### src/isort_pkg.sv
package isort_pkg;

  localparam int unsigned MaxElements = 64;
  localparam int unsigned DataW       = 32;

  typedef struct packed {
    logic signed [DataW-1:0] value;
    logic                    last;
  } req_t;

  typedef struct packed {
    logic signed [DataW-1:0] sorted_value;
    logic                    last_res;
    logic                    overflow;
  } result_t;

endpackage

### src/insertion_sorter_unit.sv
// Sorts a set of signed 32-bit values held in one single-port-read,
// single-port-write memory of MaxElements entries. A request is taken when
// start is high and busy is low. Inserting into a set that already holds c
// values moves the s stored values greater than the new one up by one entry,
// one entry per cycle through the memory read port, while busy stays high;
// into an empty set the new value is written at once, and into a full set it
// is dropped, with no shift. A request flagged last then streams the set in
// ascending order, one result per cycle on consecutive cycles, once the
// insertion ends, from the registered memory read port, with result_valid_o
// as strobe; results cannot be stalled and must be captured when shown.
// Values beyond MaxElements are dropped and set overflow on every result of
// that set.
module insertion_sorter_unit #(
  parameter int unsigned MaxElements = isort_pkg::MaxElements
) (
  input  logic                clk_i,
  input  logic                rst_ni,
  input  logic                start,
  output logic                busy,
  input  isort_pkg::req_t     req_i,
  output logic                result_valid_o,
  output isort_pkg::result_t  result_o
);

  localparam int unsigned AddrW = $clog2(MaxElements);

  logic                          we;
  logic [AddrW-1:0]              waddr;
  logic [isort_pkg::DataW-1:0]   wdata;
  logic                          re;
  logic [AddrW-1:0]              raddr;
  logic [isort_pkg::DataW-1:0]   rdata;

  isort_ctrl #(
    .MaxElements(MaxElements)
  ) u_ctrl (
    .clk_i         (clk_i),
    .rst_ni        (rst_ni),
    .start         (start),
    .busy          (busy),
    .req_i         (req_i),
    .result_valid_o(result_valid_o),
    .result_o      (result_o),
    .we_o          (we),
    .waddr_o       (waddr),
    .wdata_o       (wdata),
    .re_o          (re),
    .raddr_o       (raddr),
    .rdata_i       (rdata)
  );

  isort_store #(
    .Depth(MaxElements)
  ) u_store (
    .clk_i  (clk_i),
    .we_i   (we),
    .waddr_i(waddr),
    .wdata_i(wdata),
    .re_i   (re),
    .raddr_i(raddr),
    .rdata_o(rdata)
  );

endmodule

### src/isort_store.sv
module isort_store #(
  parameter int unsigned Depth = isort_pkg::MaxElements,
  parameter int unsigned AddrW = $clog2(Depth)
) (
  input  logic                          clk_i,
  input  logic                          we_i,
  input  logic [AddrW-1:0]              waddr_i,
  input  logic [isort_pkg::DataW-1:0]   wdata_i,
  input  logic                          re_i,
  input  logic [AddrW-1:0]              raddr_i,
  output logic [isort_pkg::DataW-1:0]   rdata_o
);

  logic [isort_pkg::DataW-1:0] mem [Depth];
  logic [isort_pkg::DataW-1:0] rdata_q;

  always_ff @(posedge clk_i) begin
    if (we_i) begin
      mem[waddr_i] <= wdata_i;
    end
    if (re_i) begin
      rdata_q <= mem[raddr_i];
    end
  end

  assign rdata_o = rdata_q;

endmodule

### src/isort_ctrl.sv
module isort_ctrl #(
  parameter int unsigned MaxElements = isort_pkg::MaxElements,
  parameter int unsigned AddrW       = $clog2(MaxElements),
  parameter int unsigned CntW        = $clog2(MaxElements + 1)
) (
  input  logic                          clk_i,
  input  logic                          rst_ni,
  input  logic                          start,
  output logic                          busy,
  input  isort_pkg::req_t               req_i,
  output logic                          result_valid_o,
  output isort_pkg::result_t            result_o,
  output logic                          we_o,
  output logic [AddrW-1:0]              waddr_o,
  output logic [isort_pkg::DataW-1:0]   wdata_o,
  output logic                          re_o,
  output logic [AddrW-1:0]              raddr_o,
  input  logic [isort_pkg::DataW-1:0]   rdata_i
);

  typedef enum logic [1:0] {
    StIdle,
    StShift,
    StPlace,
    StEmit
  } state_e;

  state_e                         state_q, state_d;
  logic [CntW-1:0]                count_q, count_d;
  logic                           dropped_q, dropped_d;
  logic signed [isort_pkg::DataW-1:0] val_q, val_d;
  logic                           last_q, last_d;
  logic [AddrW-1:0]               pos_q, pos_d;
  logic [AddrW-1:0]               idx_q, idx_d;
  logic                           out_v_q, out_v_d;
  logic                           out_last_q, out_last_d;
  logic                           out_ovf_q, out_ovf_d;
  logic                           emit_last;

  assign emit_last = ((CntW'(idx_q) + CntW'(1)) == count_q);

  always_comb begin
    state_d    = state_q;
    count_d    = count_q;
    dropped_d  = dropped_q;
    val_d      = val_q;
    last_d     = last_q;
    pos_d      = pos_q;
    idx_d      = idx_q;
    out_v_d    = 1'b0;
    out_last_d = 1'b0;
    out_ovf_d  = 1'b0;
    we_o       = 1'b0;
    waddr_o    = pos_q;
    wdata_o    = val_q;
    re_o       = 1'b0;
    raddr_o    = idx_q;

    unique case (state_q)
      StIdle: begin
        if (start) begin
          idx_d = '0;
          if (count_q == CntW'(MaxElements)) begin
            dropped_d = 1'b1;
            if (req_i.last) begin
              state_d = StEmit;
            end
          end else if (count_q == '0) begin
            we_o    = 1'b1;
            waddr_o = '0;
            wdata_o = req_i.value;
            count_d = CntW'(1);
            if (req_i.last) begin
              state_d = StEmit;
            end
          end else begin
            re_o    = 1'b1;
            raddr_o = count_q[AddrW-1:0] - AddrW'(1);
            val_d   = req_i.value;
            last_d  = req_i.last;
            pos_d   = count_q[AddrW-1:0];
            state_d = StShift;
          end
        end
      end
      StShift: begin
        we_o    = 1'b1;
        waddr_o = pos_q;
        if ($signed(rdata_i) > val_q) begin
          wdata_o = rdata_i;
          if (pos_q == AddrW'(1)) begin
            pos_d   = '0;
            state_d = StPlace;
          end else begin
            re_o    = 1'b1;
            raddr_o = pos_q - AddrW'(2);
            pos_d   = pos_q - AddrW'(1);
          end
        end else begin
          wdata_o = val_q;
          count_d = count_q + CntW'(1);
          state_d = last_q ? StEmit : StIdle;
        end
      end
      StPlace: begin
        we_o    = 1'b1;
        waddr_o = '0;
        wdata_o = val_q;
        count_d = count_q + CntW'(1);
        state_d = last_q ? StEmit : StIdle;
      end
      StEmit: begin
        re_o       = 1'b1;
        raddr_o    = idx_q;
        out_v_d    = 1'b1;
        out_last_d = emit_last;
        out_ovf_d  = dropped_q;
        idx_d      = idx_q + AddrW'(1);
        if (emit_last) begin
          count_d   = '0;
          dropped_d = 1'b0;
          state_d   = StIdle;
        end
      end
      default: state_d = StIdle;
    endcase
  end

  always_ff @(posedge clk_i or negedge rst_ni) begin
    if (!rst_ni) begin
      state_q    <= StIdle;
      count_q    <= '0;
      dropped_q  <= 1'b0;
      last_q     <= 1'b0;
      pos_q      <= '0;
      idx_q      <= '0;
      out_v_q    <= 1'b0;
      out_last_q <= 1'b0;
      out_ovf_q  <= 1'b0;
    end else begin
      state_q    <= state_d;
      count_q    <= count_d;
      dropped_q  <= dropped_d;
      last_q     <= last_d;
      pos_q      <= pos_d;
      idx_q      <= idx_d;
      out_v_q    <= out_v_d;
      out_last_q <= out_last_d;
      out_ovf_q  <= out_ovf_d;
    end
  end

  always_ff @(posedge clk_i) begin
    val_q <= val_d;
  end

  assign busy                  = (state_q != StIdle);
  assign result_valid_o        = out_v_q;
  assign result_o.sorted_value = $signed(rdata_i);
  assign result_o.last_res     = out_last_q;
  assign result_o.overflow     = out_ovf_q;

endmodule

### config.mk
export PLATFORM = sky130hd
export DESIGN_NAME = insertion_sorter_unit
export DESIGN_NICKNAME = d
export VERILOG_FILES = /design/src/isort_pkg.sv /design/src/insertion_sorter_unit.sv /design/src/isort_store.sv /design/src/isort_ctrl.sv
export SDC_FILE = /design/constraint.sdc
export NUM_CORES = 2
export LEC_CHECK = 0
export ABC_CLOCK_PERIOD_IN_PS = 6550
export BUFFER_PORTS_ARGS = -buffer_cell sky130_fd_sc_hd__buf_2
export CAP_MARGIN = 15
export CORE_ASPECT_RATIO = 0.75
export CORE_MARGIN = 10
export CORE_UTILIZATION = 45
export CTS_BUF_LIST = sky130_fd_sc_hd__clkbuf_4 sky130_fd_sc_hd__clkbuf_8 sky130_fd_sc_hd__clkbuf_16
export CTS_CLUSTER_SIZE = 8
export DETAILED_ROUTE_END_ITERATION = 10
export GPL_ROUTABILITY_DRIVEN = 0
export PLACE_DENSITY = 0.68
export SLEW_MARGIN = 20
export SYNTH_ARGS = -nofsm -noshare
export SYNTH_HDL_FRONTEND = slang
export SYNTH_HIERARCHICAL = 1
export SYNTH_SLANG_ARGS = --single-unit
### constraint.sdc
create_clock -name clk_i -period 6.55 [get_ports clk_i]
set_clock_uncertainty 0.15 [all_clocks]
set_input_delay 0.3275 -clock clk_i [delete_from_list [all_inputs] [get_ports clk_i]]
set_output_delay 0.3275 -clock clk_i [all_outputs]
set_load 0.005 [all_outputs]
==> metrics.cfg <==
[timing]
finalMaxSlewViolations = 0
fin_hold_ws_ns = 0.0374
max_freq_ghz = 0.158
tns_ns = 0
hold_violations = 0
finalSetupViolations = 0
maxSlewHeadroom = 0.266
timing.final.crit_share = 0.964
tightest_slew_ns = 1.10
period_needed_ns = 6.31
rsz0062_at_grt = false

[global_route]
antenna_found_initial = 14
grt_max_degree = 83
grt_first_pass_wirelength_um = 324000
gr-total-overflow = 0
grt_pass1_vias = 43809
globalRouteTotalUtil = 0.217

[worst_setup_path]
path_cells = ha_1 > nand4_1 > nor4_1 > nand3_1 > nand4_1 > o22a_2 > o211ai_1 > o311ai_2 > buf_4 > buf_12 > mux4_2 > mux2i_1 > nor2_1 > o32ai_1 > buf_4 > nor3_1
crit_type = reg -> reg
rr_endpoint = u_store/rdata_o[8]
slowest_stage = nor3_1
critPathRequiredTime_ns = 6.96
crit_path_max_fanout = 82
reg2reg_depth = 16
r2r-start = u_store/rdata_o[25]
endpoint_kind = flip-flop
worst_setup_path_start_kind = flip-flop
critPathArrivalTime_ns = 6.73
slowest_delay_ns = 0.68
r2r_slack_ns = 0.24

[yosys]
yosysMostFrequentCell = edfxtp_1
synth.avg_cell_area_um2 = 21.3
synth_edf_count = 2112
synthArstFlopShare = 0.0122
synth-main-ff-cell = edfxtp_1
yosysUniqueCellTypes = 81
synth_common_cells = edfxtp_1, mux4_2, nor2_1
yosysWarnings = 6
synth_area_leaders = edfxtp_1, mux4_2, mux2i_1
synth_nets = 4030
yosys.area.top_type = edfxtp_1
syn_area_um2 = 84200
ys_seq_area_frac = 0.761
synthCells = 3951
synth_top_area_frac = 0.754
ys_seq_elements = 2138

[placed_design]
portBuffers = 71
hpwlAfterDp_um = 131000

[final_layout]
drive_gt1_frac = 0.300
area_growth_syn_to_layout_pct = 16.5
n_antenna_cell = 0
n_fill_cell = 13944
finish.net_count = 4414

[min_path]
hold_path.class = in -> reg
min_to = u_ctrl/val_q[16]
hold_start = req_i[17]
hold_depth = 2

[detailed_routing]
ant_nets = 0
post_drt_wl_per_cell_um = 33.0
dr_wl_met2_um = 100000
dr.pass1.iters = 6
top_layer_used = met4
num_vias = 43700
wl_met1_um = 89300
drcViolationCount = 0
routed_via_density = 6.36
drt_iter0_markers = 6770
wl_met3_um = 30000
drt-total-wl_um = 227000

[floorplan]
die_w_um = 519
coreArea_um2 = 186000
start_util = 0.453
die_h_um = 395
rows = 137
die_area_um2 = 205000
ios = 72

[clock_network]
cts_tree = yes
cts_root_buf = clkbuf_16
path_clk_slew_ns = 0.05
numCtsBuffers = 317
insertion_delay_ns = 0.91
cts.htree.levels = 5
cts.sinks = 2138
clockBufferDepth = 4
post-cts-setup-buffers = 0

[flow_run]
drv_cap = 0

[outcome]
status = finished clean

## cell type report
cell class / count / area (um^2) / share of cell area
Sequential cell: 2138 / 64100 / 0.654
Inverter: 51 / 191 / 0.00195
Tap cell: 2502 / 3130 / 0.0319
Timing Repair Buffer: 324 / 2900 / 0.0296
Multi-Input combinational cell: 1503 / 19400 / 0.197
Clock buffer: 341 / 8240 / 0.0840
Clock inverter: 10 / 154 / 0.00157
## per-stage QoR
stage / utilization / std cells / setup WS [ns] / area, um^2
2_1_floorplan: - / 3951 / 1.14 / 84200
3_3_place_gp: 0.480 / 6478 / 0.0955 / 89200
3_5_place_dp: 0.480 / 6478 / 0.116 / 89200
4_1_cts: 0.527 / 6869 / 0.0633 / 98000
5_1_grt: 0.527 / 6869 / 0.0243 / 98000
6_report: 0.527 / 6869 / 0.236 / 98000
## cells in the final DEF (no fill, tap or decap), drive strengths merged, types with 5 or more instances in the layout
cell type    synthesis  layout
edfxtp            2112    2112
mux4               544     544
clkbuf             107     341
buf                152     285
nor2               162     162
mux2i              101     101
a21oi               93      93
o22ai               88      88
nand3               78      78
nand2               65      65
inv                 51      56
a22oi               50      50
ha                  43      43
dlygate4sd3          0      39
o211ai              39      39
o221ai              30      30
dfrtp               26      26
o21ai               20      20
nor2b               19      19
nor3                18      18
nand4               11      11
xnor2               11      11
and3                10      10
nand2b              10      10
and2                 9       9
a311oi               8       8
nand3b               6       6
o32ai                6       6
or3b                 6       6
o31ai                5       5
o311ai               5       5
or2                  5       5
## cell families after synthesis
kind of cell               Yosys count  share of synthesized area
DFF                               2138                      0.761
muxes                              646                      0.158
and+or+nand+nor                    418                     0.0238
AOI/OAI and AO/OA                  381                     0.0311
buffers and inverters              310                     0.0181
adders and majority gates           43                    0.00639
xor gates and xnor gates            15                    0.00156
## registers in the layout, indices dropped and copies added, names as in the netlist
signal / count
u_ctrl/out_last_q: 1
u_ctrl/result_valid_o: 1
u_store/rdata_o: 32
u_ctrl/dropped_q: 1
u_ctrl/out_ovf_q: 1
u_ctrl/state_q: 2
u_ctrl/last_q: 1
u_ctrl/val_q: 32
u_ctrl/pos_q: 6
u_ctrl/idx_q: 6
u_ctrl/count_q: 7
u_store/mem: 2048
## how the worst max path moves through the flow
stage / startpoint / to
3_5_place_dp: u_store/rdata_o[24] / u_store/rdata_o[8]
5_1_grt: u_store/rdata_o[24] / u_store/rdata_o[8]
6_report: u_store/rdata_o[25] / u_store/rdata_o[8]
3_3_place_gp: u_store/rdata_o[24] / u_store/rdata_o[8]
4_1_cts: u_store/rdata_o[24] / u_store/rdata_o[8]
2_1_floorplan: u_ctrl/count_q[0] / u_store/mem[48][0]
## worst max-delay path, delay by kind of cell, from the launching register on
family,cells,cell delay [ns]
AOI/OAI and AO/OA,4,0.98
buffers and inverters,3,0.90
muxes,2,0.52
DFF,1,0.60
and+or+nand+nor,6,2.17
adders and majority gates,1,0.44
## per-layer routing
metal	track usage	up-vias
li1	-	17285
met5	0	-
met4	0.0704	0
met3	0.0664	422
met1	0.316	23080
met2	0.315	2913
## timing repair
| item | 4_1_cts | 5_1_grt |
|---|---|---|
| endpoints found under the hold margin | 133 | 0 |
| gates resized for setup | 0 | 5 |
| hold buffers | 40 | 0 |
| endpoints found under the setup margin | 0 | 4 |
Power is left out: the tool's default activity adds up to more than one toggle a clock period on the data nets, which glitch-free logic cannot reach.
